### config.mk
export PLATFORM = sky130hd
export DESIGN_NAME = multi_delimiter_tokenizer
export DESIGN_NICKNAME = d
export VERILOG_FILES = /design/src/rtl/mdt_pkg.sv /design/src/rtl/multi_delimiter_tokenizer.sv /design/src/rtl/mdt_cell.sv /design/src/rtl/mdt_match.sv
export SDC_FILE = /design/constraint.sdc
export NUM_CORES = 1
export LEC_CHECK = 0
export ABC_CLOCK_PERIOD_IN_PS = 13400
export BUFFER_PORTS_ARGS = -buffer_cell sky130_fd_sc_hd__buf_4
export CAP_MARGIN = 20
export CORE_MARGIN = 2
export CORE_UTILIZATION = 30
export CTS_CLUSTER_SIZE = 10
export DETAILED_ROUTE_END_ITERATION = 12
export SLEW_MARGIN = 25
export SYNTH_ARGS = -nofsm -noshare
export SYNTH_HDL_FRONTEND = slang
export SYNTH_SLANG_ARGS = --single-unit
### constraint.sdc
create_clock -name clk -period 13.4 [get_ports clk]
set_clock_uncertainty 0.05 [all_clocks]
set_input_delay 1.34 -clock clk [delete_from_list [all_inputs] [get_ports clk]]
set_output_delay 1.34 -clock clk [all_outputs]
set_load 0.1 [all_outputs]
### src/rtl/mdt_pkg.sv
// Shared types, constants and helpers for the multi-delimiter tokenizer.
// Used by the top level, mdt_cell and mdt_match in rtl/; depends on nothing.
package mdt_pkg;

  localparam int SEP_SLOTS   = 4;
  localparam int SEP_MAX_LEN = 4;
  localparam int POS_BITS    = 16;

  // Separator registers on the config port: four slots of four bytes each.
  localparam int SEP_REGS      = 4;
  localparam int BYTES_PER_SEP = 4;

  localparam int NSLOT  = (SEP_SLOTS < SEP_REGS) ? SEP_SLOTS : SEP_REGS;
  localparam int NLEN   = (SEP_MAX_LEN < BYTES_PER_SEP) ? SEP_MAX_LEN : BYTES_PER_SEP;
  localparam int WIN    = SEP_MAX_LEN;
  localparam int FILL_W = $clog2(WIN + 1);
  localparam int LEN_W  = $clog2(NLEN + 1);
  localparam int SKIP_W = (NLEN > 1) ? $clog2(NLEN) : 1;

  localparam int CFG_IDX_W  = 3;
  localparam int CFG_DATA_W = 32;
  localparam int FIELD_W    = 16;

  typedef logic [7:0]             byte_t;
  typedef logic [POS_BITS-1:0]    pos_t;
  typedef logic [FILL_W-1:0]      fill_t;
  typedef logic [LEN_W-1:0]       len_t;
  typedef logic [NSLOT-1:0]       slot_vec_t;
  typedef logic [NSLOT-1:0][7:0]  sep_col_t;

  typedef enum logic [CFG_IDX_W-1:0] {
    REG_SEP_COUNT    = 3'd0,
    REG_SEP_LEN_PACK = 3'd1,
    REG_SEP_BYTES_0  = 3'd2,
    REG_SEP_BYTES_1  = 3'd3,
    REG_SEP_BYTES_2  = 3'd4,
    REG_SEP_BYTES_3  = 3'd5
  } cfg_reg_t;

  typedef enum logic {
    ST_RUN,
    ST_FLUSH
  } state_t;

  typedef struct packed {
    logic load_in;  // take the incoming byte
    logic shift;    // take the neighbor's byte
    logic cmp_in;   // compare the incoming byte instead of the held one
  } cell_ctrl_t;

  // Separator length of a slot, clipped to the window and register limits.
  function automatic len_t slot_len(logic [7:0] pack, int s);
    logic [2:0] l;
    l = {1'b0, pack[2*s +: 2]} + 3'd1;
    if (int'(l) > NLEN) l = 3'(NLEN);
    return LEN_W'(l);
  endfunction

endpackage

### src/rtl/multi_delimiter_tokenizer.sv
// Top level of the multi-delimiter tokenizer: config registers, control, window
// cell chain and output register. Depends on mdt_pkg, mdt_cell and mdt_match.
//
// The string arrives one byte per beat; end_of_string rides on the last byte.
// Up to four separators (1..4 bytes) are tried in slot order at each position;
// the first hit closes the current token, which leaves as one beat of
// (token_start, token_len), and the separator bytes are skipped. A row of
// SEP_MAX_LEN cells holds the lookahead window and shifts once per decided
// position, each cell comparing its byte against every separator column.
// Ordinary bytes go at one per cycle: once the window is full the incoming byte
// joins the compare directly, so a byte is accepted every cycle while the
// output can take a beat. The end-of-string byte is followed by a flush that
// decides each window position still held, one per cycle while the output can
// take a beat, and then sends the final token with token_last; input
// is stalled during the flush. A stalled output register also stalls input.
// Separators only partly present at the string end never match. Positions
// saturate at 2^POS_BITS - 1. There is no clearing pass after reset.
module multi_delimiter_tokenizer (
  input  logic        clk,
  input  logic        rst,
  // input byte channel
  input  logic        in_valid,
  output logic        in_stall,
  input  logic [7:0]  in_byte,
  input  logic        end_of_string,
  // token channel
  output logic        out_valid,
  input  logic        out_stall,
  output logic [15:0] token_start,
  output logic [15:0] token_len,
  output logic        token_last,
  // config write port
  input  logic        cfg_we,
  input  logic [2:0]  cfg_index,
  input  logic [31:0] cfg_data
);

  localparam int WIN = mdt_pkg::WIN;

  // config registers
  logic [2:0]  sep_count;
  logic [7:0]  sep_len_pack;
  logic [31:0] sep_bytes [mdt_pkg::SEP_REGS];

  // per-string state
  mdt_pkg::state_t              state, state_next;
  mdt_pkg::fill_t               fill, fill_next;
  mdt_pkg::pos_t                pos, pos_next;
  mdt_pkg::pos_t                tok_start, tok_start_next;
  logic [mdt_pkg::SKIP_W-1:0]   skip, skip_next;

  // control
  logic          can_load;
  logic          accept_ok;
  logic          in_fire;
  logic          run_dec;
  logic          push_only;
  logic          flush_step;
  logic          flush_end;
  logic          decide;
  logic          emit;
  logic          hit;
  mdt_pkg::len_t mlen;
  mdt_pkg::fill_t avail;
  mdt_pkg::pos_t cur_len;

  // cell chain
  mdt_pkg::cell_ctrl_t ctrl   [WIN];
  mdt_pkg::byte_t      held   [WIN];
  mdt_pkg::slot_vec_t  eq     [WIN];
  mdt_pkg::sep_col_t   col    [WIN];

  function automatic mdt_pkg::pos_t sat_add(mdt_pkg::pos_t a, mdt_pkg::len_t b);
    logic [mdt_pkg::POS_BITS:0] sum;
    sum = {1'b0, a} + (mdt_pkg::POS_BITS + 1)'(b);
    return sum[mdt_pkg::POS_BITS] ? '1 : sum[mdt_pkg::POS_BITS-1:0];
  endfunction

  // ---------------- config ----------------
  always_ff @(posedge clk) begin
    if (rst) begin
      sep_count    <= '0;
      sep_len_pack <= '0;
      for (int i = 0; i < mdt_pkg::SEP_REGS; i++) sep_bytes[i] <= '0;
    end else if (cfg_we) begin
      case (mdt_pkg::cfg_reg_t'(cfg_index))
        mdt_pkg::REG_SEP_COUNT:    sep_count    <= cfg_data[2:0];
        mdt_pkg::REG_SEP_LEN_PACK: sep_len_pack <= cfg_data[7:0];
        mdt_pkg::REG_SEP_BYTES_0:  sep_bytes[0] <= cfg_data;
        mdt_pkg::REG_SEP_BYTES_1:  sep_bytes[1] <= cfg_data;
        mdt_pkg::REG_SEP_BYTES_2:  sep_bytes[2] <= cfg_data;
        mdt_pkg::REG_SEP_BYTES_3:  sep_bytes[3] <= cfg_data;
        default: ;  // unused index, dropped
      endcase
    end
  end

  // ---------------- state machine ----------------
  assign can_load = !out_valid || !out_stall;

  always_comb begin
    state_next = state;
    case (state)
      mdt_pkg::ST_RUN: begin
        if (in_fire && end_of_string) state_next = mdt_pkg::ST_FLUSH;
      end
      mdt_pkg::ST_FLUSH: begin
        if (flush_end) state_next = mdt_pkg::ST_RUN;
      end
      default: state_next = mdt_pkg::ST_RUN;
    endcase
  end

  always_comb begin
    accept_ok  = 1'b0;
    flush_step = 1'b0;
    flush_end  = 1'b0;
    case (state)
      mdt_pkg::ST_RUN: begin
        accept_ok = can_load;
      end
      mdt_pkg::ST_FLUSH: begin
        flush_step = can_load && (fill != '0);
        flush_end  = can_load && (fill == '0);
      end
      default: ;
    endcase
  end

  always_ff @(posedge clk) begin
    if (rst) begin
      state <= mdt_pkg::ST_RUN;
    end else begin
      state <= state_next;
    end
  end

  assign in_stall  = !accept_ok;
  assign in_fire   = in_valid && accept_ok;
  // window full with this byte: decide the head this cycle
  assign run_dec   = in_fire && !end_of_string && (fill == mdt_pkg::FILL_W'(WIN - 1));
  assign push_only = in_fire && !run_dec;
  assign decide    = run_dec || flush_step;
  assign avail     = run_dec ? mdt_pkg::FILL_W'(WIN) : fill;

  // ---------------- cell chain ----------------
  for (genvar k = 0; k < WIN; k++) begin : g_cell
    for (genvar s = 0; s < mdt_pkg::NSLOT; s++) begin : g_col
      if (k < mdt_pkg::BYTES_PER_SEP) begin : g_byte
        assign col[k][s] = sep_bytes[s][8*k +: 8];
      end else begin : g_none
        assign col[k][s] = 8'h00;
      end
    end

    assign ctrl[k].load_in = (push_only && (fill == mdt_pkg::FILL_W'(k))) ||
                             (run_dec && (k == WIN - 2));
    assign ctrl[k].shift   = decide;
    assign ctrl[k].cmp_in  = (k == WIN - 1) && (state == mdt_pkg::ST_RUN);

    mdt_pkg::byte_t nb;
    if (k == WIN - 1) begin : g_tail
      assign nb = 8'h00;
    end else begin : g_mid
      assign nb = held[k+1];
    end

    mdt_cell u_cell (
      .clk      (clk),
      .ctrl     (ctrl[k]),
      .in_byte  (in_byte),
      .shift_in (nb),
      .col      (col[k]),
      .held     (held[k]),
      .eq       (eq[k])
    );
  end

  mdt_match u_match (
    .eq           (eq),
    .sep_count    (sep_count),
    .sep_len_pack (sep_len_pack),
    .avail        (avail),
    .hit          (hit),
    .len          (mlen)
  );

  // ---------------- position bookkeeping ----------------
  assign emit    = decide && (skip == '0) && hit;
  assign cur_len = (pos >= tok_start) ? (pos - tok_start) : '0;

  always_comb begin
    fill_next      = fill;
    pos_next       = pos;
    tok_start_next = tok_start;
    skip_next      = skip;
    if (push_only) fill_next = fill + mdt_pkg::FILL_W'(1);
    if (flush_step) fill_next = fill - mdt_pkg::FILL_W'(1);
    if (decide) begin
      pos_next = sat_add(pos, mdt_pkg::LEN_W'(1));
      if (skip != '0) begin
        skip_next = skip - mdt_pkg::SKIP_W'(1);
      end else if (hit) begin
        skip_next      = mdt_pkg::SKIP_W'(mlen - mdt_pkg::LEN_W'(1));
        tok_start_next = sat_add(pos, mlen);
      end
    end
    if (flush_end) begin
      fill_next      = '0;
      pos_next       = '0;
      tok_start_next = '0;
      skip_next      = '0;
    end
  end

  always_ff @(posedge clk) begin
    if (rst) begin
      fill      <= '0;
      pos       <= '0;
      tok_start <= '0;
      skip      <= '0;
    end else begin
      fill      <= fill_next;
      pos       <= pos_next;
      tok_start <= tok_start_next;
      skip      <= skip_next;
    end
  end

  // ---------------- output register ----------------
  always_ff @(posedge clk) begin
    if (rst) begin
      out_valid <= 1'b0;
    end else if (can_load) begin
      out_valid <= emit || flush_end;
    end
  end

  always_ff @(posedge clk) begin
    if (can_load && (emit || flush_end)) begin
      token_start <= mdt_pkg::FIELD_W'(tok_start);
      token_len   <= mdt_pkg::FIELD_W'(cur_len);
      token_last  <= flush_end;
    end
  end

endmodule

### src/rtl/mdt_cell.sv
// One window cell: holds one lookahead byte and compares it per separator slot.
// Depends on mdt_pkg.
module mdt_cell (
  input  logic                clk,
  input  mdt_pkg::cell_ctrl_t ctrl,
  input  mdt_pkg::byte_t      in_byte,
  input  mdt_pkg::byte_t      shift_in,
  input  mdt_pkg::sep_col_t   col,
  output mdt_pkg::byte_t      held,
  output mdt_pkg::slot_vec_t  eq
);

  mdt_pkg::byte_t cmp_byte;

  always_ff @(posedge clk) begin
    if (ctrl.load_in) begin
      held <= in_byte;
    end else if (ctrl.shift) begin
      held <= shift_in;
    end
  end

  assign cmp_byte = ctrl.cmp_in ? in_byte : held;

  always_comb begin
    for (int s = 0; s < mdt_pkg::NSLOT; s++) begin
      eq[s] = (cmp_byte == col[s]);
    end
  end

endmodule

### src/rtl/mdt_match.sv
// Priority match over separator slots from the per-cell byte compares.
// Depends on mdt_pkg.
module mdt_match (
  input  mdt_pkg::slot_vec_t eq [mdt_pkg::WIN],
  input  logic [2:0]         sep_count,
  input  logic [7:0]         sep_len_pack,
  input  mdt_pkg::fill_t     avail,
  output logic               hit,
  output mdt_pkg::len_t      len
);

  always_comb begin
    mdt_pkg::len_t l;
    logic          ok;
    hit = 1'b0;
    len = '0;
    // walk from the highest slot down so slot 0 wins
    for (int s = mdt_pkg::NSLOT - 1; s >= 0; s--) begin
      l  = mdt_pkg::slot_len(sep_len_pack, s);
      ok = (sep_count > 3'(s)) && (mdt_pkg::FILL_W'(l) <= avail);
      for (int k = 0; k < mdt_pkg::WIN; k++) begin
        if ((k < int'(l)) && !eq[k][s]) ok = 1'b0;
      end
      if (ok) begin
        hit = 1'b1;
        len = l;
      end
    end
  end

endmodule

==> reports/summary.txt <==
Die H = 210 um
Crit. End Element = register
clock sinks = 243
root buffer cell = clkbuf_16
hold path endpoint = token_start[13]
fin area = 14800 um^2
number of synthesized flops with an enable pin = 193
Crit path top cell by count = nand2_1
Vias = 8216
DIE WIDTH = 210 um
drt drc = 0
cells after synthesis = 1092
first drt pass iteration count = 4
post-synthesis adder-cell area fraction = 0.0482
post-CTS setup buffers = 0
worst hold stages = 0
Core Area = 41900 um^2
GP Congestion = 0.875
Max Freq = 0.180 GHz
YS warnings = 0
GRT Resource Usage Total = 0.138
Placement Cell Area = 13900 um^2
CTS tree = built
Max Cap Viol = 0
synthesis-to-layout area growth = 16.0%
mux contribution to synthesized area = 0.0396
main combinational cell family by area after synthesis = simple AND/OR/NAND/NOR gates
Wirelength per Cell = 17.7 um
Post-Syn Nets = 1189
mapped cell area = 12800 um^2
Post-DP HPWL = 21400 um
Initial DRC Count = 606
commonest non-fill, non-tap cell in the layout = edfxtp_1
sequential area share after synthesis = 0.533
Final setup viols = 0
final hold viol count = 0
Seq cells post-synth = 243
drt total wl = 30600 um
ANT cells = 0
Top FF cell, synth = edfxtp_1
worst hold path startpoint = tok_start[13]
clock buffer depth = 3
Num CTS Buffers = 29
Clock Pin Slew Worst Setup and Hold Paths = 60 ps
commonest non-fill, non-tap cells in the layout = 193 x edfxtp_1, 139 x and2_1, 106 x xor2_1, 95 x buf_4, 73 x nor2_1
Max VDD drop = 0.0862 mV
Critical Path AT = 5940 ps
final period utilization = 0.416
Final #Nets = 1261
first-pass GRT wire length = 46900 um
GRT overflow = 0
worst-margin pin slew = 862 ps
Post-CTS Hold Buffers = 0
critical path launch point = out_stall
number of routed nets with antenna violations = 0
leak pwr = 5.41 nW
crit start category = primary input
xor and xnor area share after synthesis = 0.108
Tmin final = 5570 ps
largest net degree at the start of global routing = 37
initial antenna violation count = 1
post-synthesis compound-gate area fraction = 0.0770
PD cells = 126 nW/um^2
worst r2r src = state
Initial Util = 0.304
H-tree levels = 1
DP Cell Count = 1672
Final TNS setup = 0 ps
filler cell count = 4092
Crit-path slowest cell = a211oi_2
HP Class = register to register
die area = 44200 um^2
Critical Path RT = 13770 ps
simple-gate share of the synthesized area = 0.161
flop2flop setup slack = 8070 ps
Fin Hold WS = 438 ps
depth of the most critical reg-to-reg path = 23
PortBufs = 83
status = finished clean
synth unique cells = 68
RR Endpoint = tok_start[10]
largest stage delay on the critical path = 440 ps
Setup Crit Path Kind = primary input to register
drt via density = 4.76
layout cells sized above 1 = 0.176
non-filler cells, final = 1726
CP Max Fanout = 7
Slew HR = 0.426
Slew Viols, Final = 0
asr flop ratio synth = 0
Worst-Skew Late Latency = 570 ps
Resize count post-CTS = 0
number of global-route vias before repair = 8055
Mean Syn Cell Area = 11.7 um^2
num rows = 75
RSZ-0062 raised after global routing = false
Ports = 84
final core utilization = 0.353
## per-stage QoR
step | setup WS, ps | power, mW
3_3_place_gp | 7410 | 1.15
2_1_floorplan | 7900 | 1.08
6_report | 7830 | 1.87
4_1_cts | 7630 | 1.88
3_5_place_dp | 7250 | 1.15
5_1_grt | 7300 | 1.94
## power by group
part / total, mW / leakage [nW] / internal (mW) / switching [mW]
combinational: 0.230 / 2.76 / 0.0860 / 0.144
sequential: 0.907 / 2.24 / 0.866 / 0.0405
clock: 0.729 / 0.410 / 0.419 / 0.310
total: 1.87 / 5.41 / 1.37 / 0.494
## worst max path at each step
| stage | end | slack, ps | cells past startpoint |
|---|---|---|---|
| global placement | tok_start[10] | 7410 | 25 |
| global route | tok_start[10] | 7300 | 25 |
| floorplan | tok_start[10] | 7900 | 25 |
| detailed placement | tok_start[10] | 7250 | 25 |
| CTS | tok_start[10] | 7630 | 23 |
| finish | tok_start[10] | 7830 | 25 |
## registers in the layout, summed over array words and instances (netlist names)
name / count
sep_count: 3
state: 1
out_valid: 1
pos: 16
fill: 3
sep_bytes: 128
token_start: 16
token_len: 16
token_last: 1
skip: 2
tok_start: 16
g_cell.u_cell.held: 32
sep_len_pack: 8
## cells by family after synthesis
group / Yosys count
AOI/OAI and AO/OA: 132
xor gates and xnor gates: 157
adders and majority gates: 48
buffers and inverters: 102
DFF: 243
muxes: 40
and+or+nand+nor: 370
## synth_stat cells (all sizes together), types with 12 or more instances
cell type  instances  share of area
a21oi             49          0.020
a311oi            12          0.014
and2             139          0.068
clkbuf            47          0.014
dfxtp             50          0.078
edfxtp           193           0.45
ha                46          0.045
inv               48          0.014
mux2              25          0.022
mux2i             15          0.018
nand2             36          0.011
nand3             18         0.0075
nand4             18         0.0088
nor2              82          0.026
nor3              21         0.0086
nor4              23          0.013
o21ai             13         0.0051
xnor2             51          0.035
xor2             106          0.073
## cell type report
type	instances	area [um^2]	share of cell area
repair buffers	95	713	0.0482
clock buffers	52	833	0.0563
flip-flops and latches	243	6800	0.459
multi-input cells	747	5580	0.377
clock inverters	2	28.8	0.00194
well taps	539	674	0.0456
inverters	48	180	0.0122
## critical path: cells and delay by family
kind                     cells  cell delay [ps]
adder cells (fa/ha/maj)      3              790
multiplexers                 3              580
AO/OA/AOI/OAI                5             1190
AND/OR/NAND/NOR             11             1750
buffers and inverters        3              280
## metal layers
metal,track usage,vias up,part of all wire
li1,-,3991,-
met1,0.185,3991,0.46
met2,0.228,177,0.47
met3,0.0243,55,0.042
met4,0.0384,2,0.026
met5,0,-,0.00052
Power figures use the tool's default switching activity.
